File: config.mk
export PLATFORM = sky130hd
export DESIGN_NAME = overwrite_ring_byte_fifo_unit_flat
export DESIGN_NICKNAME = d
export VERILOG_FILES = /design/src/design/owrb_pkg.sv /design/src/design/owrb_in_if.sv /design/src/design/owrb_out_if.sv /design/src/design/owrb_front.sv /design/src/design/owrb_cmd_queue.sv /design/src/design/owrb_back.sv /design/src/design/overwrite_ring_byte_fifo_unit.sv /design/src/flat_wrapper.sv
export SDC_FILE = /design/constraint.sdc
export NUM_CORES = 1
export LEC_CHECK = 0
export ABC_AREA = 1
export BUFFER_PORTS_ARGS = -buffer_cell sky130_fd_sc_hd__buf_2
export CAP_MARGIN = 20
export CORE_MARGIN = 5
export CORE_UTILIZATION = 50
export DETAILED_ROUTE_END_ITERATION = 12
export PLACE_DENSITY_LB_ADDON = 0.25
export SLEW_MARGIN = 20
export SYNTH_ARGS = -nofsm -noshare
export SYNTH_HDL_FRONTEND = slang
export SYNTH_SLANG_ARGS = --single-unit
File: constraint.sdc
create_clock -name clk_i -period 6.4 [get_ports clk_i]
set_clock_uncertainty 0.15 [all_clocks]
set_input_delay 0.96 -clock clk_i [delete_from_list [all_inputs] [get_ports clk_i]]
set_output_delay 0.96 -clock clk_i [all_outputs]
set_load 0.05 [all_outputs]
File: src/design/owrb_pkg.sv
// Shared types and constants of the overwriting byte ring FIFO.
`default_nettype none

package owrb_pkg;

  localparam int unsigned DefaultDepth = 64;
  localparam int unsigned OpW          = 2;
  localparam int unsigned ByteW        = 8;
  localparam int unsigned CountW       = 7;
  localparam int unsigned SlotW        = 16;
  localparam int unsigned FillW        = 7;

  // longest bulk run served by one request
  localparam logic [CountW-1:0] MaxRun = CountW'(64);

  localparam logic [OpW-1:0] OP_PUSH  = 2'd0;
  localparam logic [OpW-1:0] OP_POP   = 2'd1;
  localparam logic [OpW-1:0] OP_BULK  = 2'd2;
  localparam logic [OpW-1:0] OP_CLEAR = 2'd3;

  typedef enum logic [1:0] {
    CMD_PUSH,
    CMD_POP,
    CMD_BULK,
    CMD_CLEAR
  } cmd_kind_e;

  typedef struct packed {
    cmd_kind_e          kind;
    logic [ByteW-1:0]   data;
    logic [CountW-1:0]  count;
    logic [SlotW-1:0]   slot;
  } cmd_t;

endpackage

`default_nettype wire

File: src/design/owrb_in_if.sv
// Request channel of the ring FIFO: valid/ready plus one request.
`default_nettype none

interface owrb_in_if;
  logic                           valid;
  logic                           ready;
  logic [owrb_pkg::OpW-1:0]       op;
  logic [owrb_pkg::ByteW-1:0]     data;
  logic [owrb_pkg::CountW-1:0]    count;
  logic [owrb_pkg::SlotW-1:0]     start_slot;

  modport source (output valid, output op, output data, output count, output start_slot,
                  input ready);
  modport sink (input valid, input op, input data, input count, input start_slot,
                output ready);
endinterface

`default_nettype wire

File: src/design/owrb_out_if.sv
// Result channel of the ring FIFO: valid/ready plus one result.
`default_nettype none

interface owrb_out_if;
  logic                           valid;
  logic                           ready;
  logic [owrb_pkg::ByteW-1:0]     byte_out;
  logic                           byte_valid;
  logic [owrb_pkg::SlotW-1:0]     slot;
  logic                           last;
  logic [owrb_pkg::FillW-1:0]     fill_level;
  logic                           is_full;
  logic                           is_empty;
  logic                           wrapped;

  modport source (output valid, output byte_out, output byte_valid, output slot,
                  output last, output fill_level, output is_full, output is_empty,
                  output wrapped, input ready);
  modport sink (input valid, input byte_out, input byte_valid, input slot, input last,
                input fill_level, input is_full, input is_empty, input wrapped,
                output ready);
endinterface

`default_nettype wire

File: src/design/owrb_front.sv
// Front end: takes requests, decodes them into commands and registers them.
`default_nettype none

module owrb_front (
  input  wire            clk_i,
  input  wire            rst_ni,
  owrb_in_if.sink        in_i,
  output logic           cmd_valid_o,
  output owrb_pkg::cmd_t cmd_o,
  input  wire            cmd_ready_i
);

  logic           valid_q, valid_d;
  owrb_pkg::cmd_t cmd_q, cmd_d;
  logic           take;

  assign in_i.ready = !valid_q || cmd_ready_i;
  assign take       = in_i.valid && in_i.ready;

  always_comb begin
    cmd_d      = cmd_q;
    cmd_d.data = in_i.data;
    cmd_d.slot = in_i.start_slot;
    // runs longer than the ring can ever serve are cut here
    cmd_d.count = (in_i.count > owrb_pkg::MaxRun) ? owrb_pkg::MaxRun : in_i.count;
    case (in_i.op)
      owrb_pkg::OP_PUSH:  cmd_d.kind = owrb_pkg::CMD_PUSH;
      owrb_pkg::OP_POP:   cmd_d.kind = owrb_pkg::CMD_POP;
      owrb_pkg::OP_BULK:  cmd_d.kind = owrb_pkg::CMD_BULK;
      owrb_pkg::OP_CLEAR: cmd_d.kind = owrb_pkg::CMD_CLEAR;
      default:            cmd_d.kind = owrb_pkg::CMD_CLEAR;
    endcase
  end

  assign valid_d = take || (valid_q && !cmd_ready_i);

  always_ff @(posedge clk_i or negedge rst_ni) begin
    if (!rst_ni) begin
      valid_q <= 1'b0;
    end else begin
      valid_q <= valid_d;
    end
  end

  always_ff @(posedge clk_i) begin
    if (take) begin
      cmd_q <= cmd_d;
    end
  end

  assign cmd_valid_o = valid_q;
  assign cmd_o       = cmd_q;

endmodule

`default_nettype wire

File: src/design/owrb_cmd_queue.sv
// Two-entry command queue between the front and back ends.
`default_nettype none

module owrb_cmd_queue (
  input  wire            clk_i,
  input  wire            rst_ni,
  input  wire            wr_valid_i,
  output logic           wr_ready_o,
  input  owrb_pkg::cmd_t wr_cmd_i,
  output logic           rd_valid_o,
  input  wire            rd_pop_i,
  output owrb_pkg::cmd_t rd_cmd_o
);

  owrb_pkg::cmd_t entry_q [2];
  logic           wr_ptr_q, wr_ptr_d;
  logic           rd_ptr_q, rd_ptr_d;
  logic [1:0]     used_q, used_d;
  logic           push, pop;

  assign wr_ready_o = (used_q != 2'd2);
  assign rd_valid_o = (used_q != 2'd0);
  assign rd_cmd_o   = entry_q[rd_ptr_q];

  assign push = wr_valid_i && wr_ready_o;
  assign pop  = rd_pop_i && rd_valid_o;

  always_comb begin
    wr_ptr_d = push ? !wr_ptr_q : wr_ptr_q;
    rd_ptr_d = pop ? !rd_ptr_q : rd_ptr_q;
    used_d   = used_q;
    if (push && !pop) begin
      used_d = used_q + 2'd1;
    end else if (pop && !push) begin
      used_d = used_q - 2'd1;
    end
  end

  always_ff @(posedge clk_i or negedge rst_ni) begin
    if (!rst_ni) begin
      wr_ptr_q <= 1'b0;
      rd_ptr_q <= 1'b0;
      used_q   <= 2'd0;
    end else begin
      wr_ptr_q <= wr_ptr_d;
      rd_ptr_q <= rd_ptr_d;
      used_q   <= used_d;
    end
  end

  always_ff @(posedge clk_i) begin
    if (push) begin
      entry_q[wr_ptr_q] <= wr_cmd_i;
    end
  end

endmodule

`default_nettype wire

File: src/design/owrb_back.sv
// Back end: ring storage, pointers and flags, bulk sequencing, result register.
`default_nettype none

module owrb_back #(
  parameter int unsigned DEPTH = owrb_pkg::DefaultDepth
) (
  input  wire            clk_i,
  input  wire            rst_ni,
  input  wire            cmd_valid_i,
  input  owrb_pkg::cmd_t cmd_i,
  output logic           cmd_pop_o,
  owrb_out_if.source     out_o
);

  localparam int unsigned PW = $clog2(DEPTH);
  localparam int unsigned CW = (PW + 1 > owrb_pkg::FillW) ? PW + 1 : owrb_pkg::FillW;
  localparam logic [PW-1:0] LastIdx = PW'(DEPTH - 1);
  localparam logic [CW-1:0] DepthC  = CW'(DEPTH);

  localparam int unsigned BW = owrb_pkg::ByteW;
  localparam int unsigned NW = owrb_pkg::CountW;
  localparam int unsigned SW = owrb_pkg::SlotW;

  logic [BW-1:0] mem [DEPTH];

  logic [PW-1:0] wp_q, wp_d, rp_q, rp_d;
  logic          lap_q, lap_d, full_q, full_d, empty_q, empty_d;
  logic          active_q, active_d;
  logic [NW-1:0] run_n_q, run_i_q;

  logic          ovalid_q;
  logic [BW-1:0] byte_q;
  logic          bvalid_q, last_q, full_o_q, empty_o_q, lap_o_q;
  logic [SW-1:0] slot_q;
  logic [owrb_pkg::FillW-1:0] fill_q;

  logic          go;
  logic [CW-1:0] fill_c, fill_n;
  logic [NW-1:0] n_new, run_n, run_i;
  logic          run_last;

  // next state of a single pop and of a push
  logic [PW-1:0] rp_inc, pop_wp, wp_inc, push_rp;
  logic          pop_lap, pop_empty, push_lap, push_full;

  logic          res_read, res_last;
  logic [SW-1:0] res_slot;

  assign go = cmd_valid_i && (!ovalid_q || out_o.ready);

  assign fill_c = lap_q ? DepthC + CW'(wp_q) - CW'(rp_q) : CW'(wp_q) - CW'(rp_q);
  assign n_new  = (CW'(cmd_i.count) < fill_c) ? cmd_i.count : NW'(fill_c);
  assign run_n  = active_q ? run_n_q : n_new;
  assign run_i  = active_q ? run_i_q : '0;
  assign run_last = (run_n == '0) || (run_i == run_n - NW'(1));

  assign rp_inc    = (rp_q == LastIdx) ? '0 : rp_q + PW'(1);
  assign pop_lap   = (rp_q == LastIdx) ? 1'b0 : lap_q;
  assign pop_wp    = empty_q ? rp_inc : wp_q;
  assign pop_empty = !pop_lap && (pop_wp == rp_inc);

  assign wp_inc    = (wp_q == LastIdx) ? '0 : wp_q + PW'(1);
  assign push_lap  = (wp_q == LastIdx) ? 1'b1 : lap_q;
  assign push_rp   = full_q ? wp_inc : rp_q;
  assign push_full = push_lap && (wp_inc == push_rp);

  always_comb begin
    wp_d     = wp_q;
    rp_d     = rp_q;
    lap_d    = lap_q;
    full_d   = full_q;
    empty_d  = empty_q;
    res_read = 1'b0;
    res_slot = '0;
    res_last = 1'b1;
    case (cmd_i.kind)
      owrb_pkg::CMD_PUSH: begin
        wp_d    = wp_inc;
        rp_d    = push_rp;
        lap_d   = push_lap;
        full_d  = push_full;
        empty_d = 1'b0;
      end
      owrb_pkg::CMD_POP: begin
        wp_d     = pop_wp;
        rp_d     = rp_inc;
        lap_d    = pop_lap;
        full_d   = 1'b0;
        empty_d  = pop_empty;
        res_read = !empty_q;
      end
      owrb_pkg::CMD_BULK: begin
        if (run_n != '0) begin
          wp_d     = pop_wp;
          rp_d     = rp_inc;
          lap_d    = pop_lap;
          full_d   = 1'b0;
          empty_d  = pop_empty;
          res_read = !empty_q;
          res_slot = cmd_i.slot + SW'(run_i);
          res_last = run_last;
        end
      end
      owrb_pkg::CMD_CLEAR: begin
        wp_d    = '0;
        rp_d    = '0;
        lap_d   = 1'b0;
        full_d  = 1'b0;
        empty_d = 1'b1;
      end
      default: begin
        wp_d = wp_q;
      end
    endcase
  end

  assign fill_n = lap_d ? DepthC + CW'(wp_d) - CW'(rp_d) : CW'(wp_d) - CW'(rp_d);

  // head stays in the queue until the last byte of a bulk run is out
  assign cmd_pop_o = go && !((cmd_i.kind == owrb_pkg::CMD_BULK) && !run_last);
  assign active_d  = (go && (cmd_i.kind == owrb_pkg::CMD_BULK)) ? !run_last : active_q;

  always_ff @(posedge clk_i or negedge rst_ni) begin
    if (!rst_ni) begin
      wp_q     <= '0;
      rp_q     <= '0;
      lap_q    <= 1'b0;
      full_q   <= 1'b0;
      empty_q  <= 1'b1;
      active_q <= 1'b0;
      run_n_q  <= '0;
      run_i_q  <= '0;
      ovalid_q <= 1'b0;
    end else begin
      active_q <= active_d;
      if (go) begin
        wp_q     <= wp_d;
        rp_q     <= rp_d;
        lap_q    <= lap_d;
        full_q   <= full_d;
        empty_q  <= empty_d;
        run_n_q  <= run_n;
        run_i_q  <= run_i + NW'(1);
        ovalid_q <= 1'b1;
      end else if (out_o.ready) begin
        ovalid_q <= 1'b0;
      end
    end
  end

  always_ff @(posedge clk_i) begin
    if (go && (cmd_i.kind == owrb_pkg::CMD_PUSH)) begin
      mem[wp_q] <= cmd_i.data;
    end
  end

  always_ff @(posedge clk_i) begin
    if (go) begin
      byte_q    <= res_read ? mem[rp_q] : '0;
      bvalid_q  <= res_read;
      slot_q    <= res_slot;
      last_q    <= res_last;
      fill_q    <= fill_n[owrb_pkg::FillW-1:0];
      full_o_q  <= full_d;
      empty_o_q <= empty_d;
      lap_o_q   <= lap_d;
    end
  end

  assign out_o.valid      = ovalid_q;
  assign out_o.byte_out   = byte_q;
  assign out_o.byte_valid = bvalid_q;
  assign out_o.slot       = slot_q;
  assign out_o.last       = last_q;
  assign out_o.fill_level = fill_q;
  assign out_o.is_full    = full_o_q;
  assign out_o.is_empty   = empty_o_q;
  assign out_o.wrapped    = lap_o_q;

endmodule

`default_nettype wire

File: src/design/overwrite_ring_byte_fifo_unit.sv
// Top level of the overwriting byte ring FIFO.
//
// Byte ring of DEPTH entries that overwrites its oldest byte when full. Requests
// (push, single pop, bulk pop, clear) pass a register stage and a two-entry command
// queue, so up to three requests wait behind a result that is held back. The back end
// executes one ring operation per clock unless a result is held back: push, single
// pop and clear give one result each, a bulk pop of n bytes (n = min(count, fill, 64))
// gives n results, or one status result when n is zero. Throughput is therefore one
// result per cycle while no result is held back. Each request passes the front register,
// a command queue entry and the result register. The storage needs no clearing after
// reset; pointers and flags reset at once.
`default_nettype none

module overwrite_ring_byte_fifo_unit #(
  parameter int unsigned DEPTH = owrb_pkg::DefaultDepth
) (
  input  wire        clk_i,
  input  wire        rst_ni,
  owrb_in_if.sink    in_i,
  owrb_out_if.source out_o
);

  logic           fe_valid, fe_ready;
  owrb_pkg::cmd_t fe_cmd;
  logic           q_valid, q_pop;
  owrb_pkg::cmd_t q_cmd;

  owrb_front u_front (
    .clk_i       (clk_i),
    .rst_ni      (rst_ni),
    .in_i        (in_i),
    .cmd_valid_o (fe_valid),
    .cmd_o       (fe_cmd),
    .cmd_ready_i (fe_ready)
  );

  owrb_cmd_queue u_queue (
    .clk_i      (clk_i),
    .rst_ni     (rst_ni),
    .wr_valid_i (fe_valid),
    .wr_ready_o (fe_ready),
    .wr_cmd_i   (fe_cmd),
    .rd_valid_o (q_valid),
    .rd_pop_i   (q_pop),
    .rd_cmd_o   (q_cmd)
  );

  owrb_back #(
    .DEPTH (DEPTH)
  ) u_back (
    .clk_i       (clk_i),
    .rst_ni      (rst_ni),
    .cmd_valid_i (q_valid),
    .cmd_i       (q_cmd),
    .cmd_pop_o   (q_pop),
    .out_o       (out_o)
  );

endmodule

`default_nettype wire
File: src/flat_wrapper.sv
// flat-port wrapper written by rule: the top's interface ports become plain ports
module overwrite_ring_byte_fifo_unit_flat 
#(
  parameter int unsigned DEPTH = owrb_pkg::DefaultDepth
)
  (clk_i, rst_ni, in_i_valid, in_i_op, in_i_data, in_i_count, in_i_start_slot, in_i_ready, out_o_valid, out_o_byte_out, out_o_byte_valid, out_o_slot, out_o_last, out_o_fill_level, out_o_is_full, out_o_is_empty, out_o_wrapped, out_o_ready);
  owrb_in_if in_i_i ();
  owrb_out_if out_o_i ();
  input  wire clk_i;
  input  wire rst_ni;
  input wire logic [$bits(in_i_i.valid)-1:0] in_i_valid;
  input wire logic [$bits(in_i_i.op)-1:0] in_i_op;
  input wire logic [$bits(in_i_i.data)-1:0] in_i_data;
  input wire logic [$bits(in_i_i.count)-1:0] in_i_count;
  input wire logic [$bits(in_i_i.start_slot)-1:0] in_i_start_slot;
  output wire logic [$bits(in_i_i.ready)-1:0] in_i_ready;
  output wire logic [$bits(out_o_i.valid)-1:0] out_o_valid;
  output wire logic [$bits(out_o_i.byte_out)-1:0] out_o_byte_out;
  output wire logic [$bits(out_o_i.byte_valid)-1:0] out_o_byte_valid;
  output wire logic [$bits(out_o_i.slot)-1:0] out_o_slot;
  output wire logic [$bits(out_o_i.last)-1:0] out_o_last;
  output wire logic [$bits(out_o_i.fill_level)-1:0] out_o_fill_level;
  output wire logic [$bits(out_o_i.is_full)-1:0] out_o_is_full;
  output wire logic [$bits(out_o_i.is_empty)-1:0] out_o_is_empty;
  output wire logic [$bits(out_o_i.wrapped)-1:0] out_o_wrapped;
  input wire logic [$bits(out_o_i.ready)-1:0] out_o_ready;
  assign in_i_i.valid = in_i_valid;
  assign in_i_i.op = in_i_op;
  assign in_i_i.data = in_i_data;
  assign in_i_i.count = in_i_count;
  assign in_i_i.start_slot = in_i_start_slot;
  assign in_i_ready = in_i_i.ready;
  assign out_o_valid = out_o_i.valid;
  assign out_o_byte_out = out_o_i.byte_out;
  assign out_o_byte_valid = out_o_i.byte_valid;
  assign out_o_slot = out_o_i.slot;
  assign out_o_last = out_o_i.last;
  assign out_o_fill_level = out_o_i.fill_level;
  assign out_o_is_full = out_o_i.is_full;
  assign out_o_is_empty = out_o_i.is_empty;
  assign out_o_wrapped = out_o_i.wrapped;
  assign out_o_i.ready = out_o_ready;
  overwrite_ring_byte_fifo_unit #(.DEPTH(DEPTH)) u_core (.clk_i(clk_i), .rst_ni(rst_ni), .in_i(in_i_i), .out_o(out_o_i));
endmodule
==> run metrics <==
leakage=11.6 nW; Post-Syn Nets=2593; CTS sink cnt=683; Layout area overhead=11.0%; largest net degree at the start of global routing=176; share of the synthesized area in the top cell type=66.5%; crit path max-delay cell type=dfrtp_1; fraction of layout instances using a drive strength above 1=10.6%; multi-input logic area=7900 um^2; cts repair resizes=0; Max FO, Critical Path=21; ant diodes=0; Comb pwr share=39.3%; DRC Markers=0; Final Hold Fails=0; IO Pins=75; Die H=252 um; leading post-synthesis cells by instance count=647 x edfxtp_1, 412 x nand2_1, 387 x nor2_1; Buffers on Ports=74; routed wire length=75700 um; first-pass GRT wire length=114000 um; worst hold stages=0; TritonCTS clock tree=built; Max Cap Viol=0; Die Width=252 um; Post-Syn Area=29200 um^2; clock network fraction of design power=23.4%; crit path DAT=5.92 ns; Max clock buf depth=3; RSZ-0062 raised after global routing=false; first-pass detailed-route iteration total=6; Pwr Density=513 nW/um^2; WL per Instance=22.5 um; post-synthesis cell type count=57; Final period util=89.2%; min Tclk post-route=5.71 ns; top post-synthesis cells by area=edfxtp_1 67%, nand2_1 5.3%, nor2_1 5.0%; FP Rows=88; Seq pwr share=37.3%; antenna violations before repair=0; hold_buf cts=0; Worst Setup Start Kind=flip-flop; Crit. End Element=flip-flop; Via density=5.83; vias in the first global route=18900; post-synthesis register bit count=683; net switching power of the design=6.74 mW; number of synthesized flops with an enable pin=647; core area=57800 um^2; Clock Latency Late Sink=0.61 ns; CP dominant cell by count=nand2_1; count leader, synth=edfxtp_1; Total GRT Usage=23.4%; leading area contributor after synthesis=edfxtp_1; Hold Startpoint=u_core.u_front.cmd_o[19]; run status=completed; setup bufs post-CTS=0; YS warnings=0; dpl hpwl=44500 um; Int Power=9.90 mW; Synth Area per Inst=11.6 um^2; via count of the routed design=19600; worst-margin pin slew=1.17 ns; maximum VDD drop=0.335 mV; Final Setup Violations=0; RR Startpoint=u_core.u_back.wp_q[0]; CTS HTree Levels=3; Routability Congestion=0.913; antenna-violating nets left=0; Design Power=16.6 mW; CTS clk-pin slew, worst paths=0.06 ns; hold_ws=0.278 ns; Slew headroom=21.8%; CP Launch Point=u_core.u_back.wp_q[0]; nets@finish=2629; worst-case reg-to-reg path depth=30; post-synthesis async set-or-reset flop share=5.27%; Storage cell area=20300 um^2; Final Util=56.1%; max-slew violation count=0; setup TNS=0 ns; Gate Count Post-Synth=2517; Root Driver=clkbuf_16; fmax=175 MHz; Crit path largest cell delay=0.45 ns; Filler Cell Count=4842; Hold Crit Class=reg2reg; Num CTS Buffers=70; Sw Ratio=40.5%; Overflow after GRT=0; predominant post-synthesis flop cell=edfxtp_1; DR iter-0 viols=2014; die area=63300 um^2; Critical Path RT=6.62 ns; sequential-to-total area share from yosys stat=69.6%; Starting Density=50.5%; CP Class=reg2reg
[power groups by stage]
stage / clock (mW) / combinational [mW] / sequential (mW)
final: 3.89 / 6.54 / 6.21
after global routing: 4.15 / 7.17 / 6.25
after CTS: 3.96 / 6.52 / 6.22
after detailed placement: 0 / 6.51 / 6.30
after global placement: 0 / 6.39 / 6.29
after floorplan: 0 / 4.06 / 6.66
[path summary, 6_finish.rpt]
| kind | end | slack [ns] |
|---|---|---|
| max reg2reg | u_core.u_back.out_o.fill_level[6] | 0.69 |
| min reg2reg | u_core.u_queue.entry_q[1][19] | 0.28 |
| max in group asynchronous | u_core.u_back.rp_q[1] | 5.09 |
| min in group asynchronous | u_core.u_back.out_o.valid | 0.32 |
| min | u_core.u_queue.entry_q[1][19] | 0.28 |
| max | u_core.u_back.out_o.fill_level[6] | 0.69 |
[cell usage in the layout, fill, tap and decap left out, types with 5 or more instances in the layout]
master / count
a21oi_1: 140
buf_2: 74
buf_4: 30
clkbuf_1: 18
clkbuf_16: 72
clkinv_1: 17
clkinv_2: 6
dfrtp_1: 32
edfxtp_1: 647
ha_1: 36
inv_1: 98
inv_2: 8
nand2_1: 404
nand2_2: 14
nand2_4: 5
nand3_1: 53
nand4_1: 19
nor2_1: 385
nor3_1: 7
o21ai_0: 285
o21ai_1: 21
o21ai_2: 5
o221a_2: 14
o221ai_1: 16
o22ai_1: 67
o311ai_0: 13
o31ai_1: 15
or2_2: 13
xnor2_1: 7
xor2_1: 13
[registers in the layout, summed over array words and instances (netlist names), 2 cells and up]
name                            flops
u_core.u_back.run_n_q               7
u_core.u_back.wp_q                  6
u_core.u_queue.used_q               2
u_core.u_front.cmd_o               33
u_core.u_back.out_o.slot           16
u_core.u_queue.entry_q             66
u_core.u_back.mem                 512
u_core.u_back.rp_q                  6
u_core.u_back.out_o.byte_out        8
u_core.u_back.run_i_q               7
u_core.u_back.out_o.fill_level      7
[stage by stage]
stage / setup slack, ns / cells / cell area [um^2]
global route: 0.161 / 3370 / 32400
detailed placement: 0.726 / 3246 / 30300
CTS: 0.735 / 3370 / 32400
global placement: 0.908 / 3246 / 30300
finish: 0.694 / 3370 / 32400
floorplan: 1.27 / 2517 / 29200
[final cells by class]
cell class / instances / share of cell area [%]
multi-input combinational: 1582 / 24.4
tap: 765 / 2.95
clock inverter: 33 / 0.849
sequential: 683 / 62.8
clock buffer: 91 / 5.81
timing repair buffer: 106 / 1.96
inverter: 110 / 1.29
[layer usage]
metal | vias up | global-route usage, % | routed length, um
met1 | 9578 | 32.0 | 30700
met2 | 830 | 38.1 | 36600
met5 | - | 0 | 0
met3 | 151 | 3.93 | 5890
met4 | 0 | 8.89 | 2580
li1 | 9075 | - | -
[logic make-up after synthesis]
| logic type | synth area share (%) |
|---|---|
| multiplexers | 0.137 |
| adder cells (fa/ha/maj) | 1.75 |
| buffers and inverters | 3.45 |
| flip-flops | 69.6 |
| AO/OA/AOI/OAI | 11.7 |
| AND/OR/NAND/NOR | 12.8 |
| XOR/XNOR | 0.600 |
[worst max-delay path: cells and delay by family (launching register included)]
family | cells | cell delay (ns)
simple gates | 12 | 1.28
buf+inv | 5 | 0.62
compound gates | 6 | 1.12
fa+ha+maj | 6 | 1.75
flops | 1 | 0.45
xor+xnor | 1 | 0.09
Note: power is estimated with default switching activity, not from simulation.
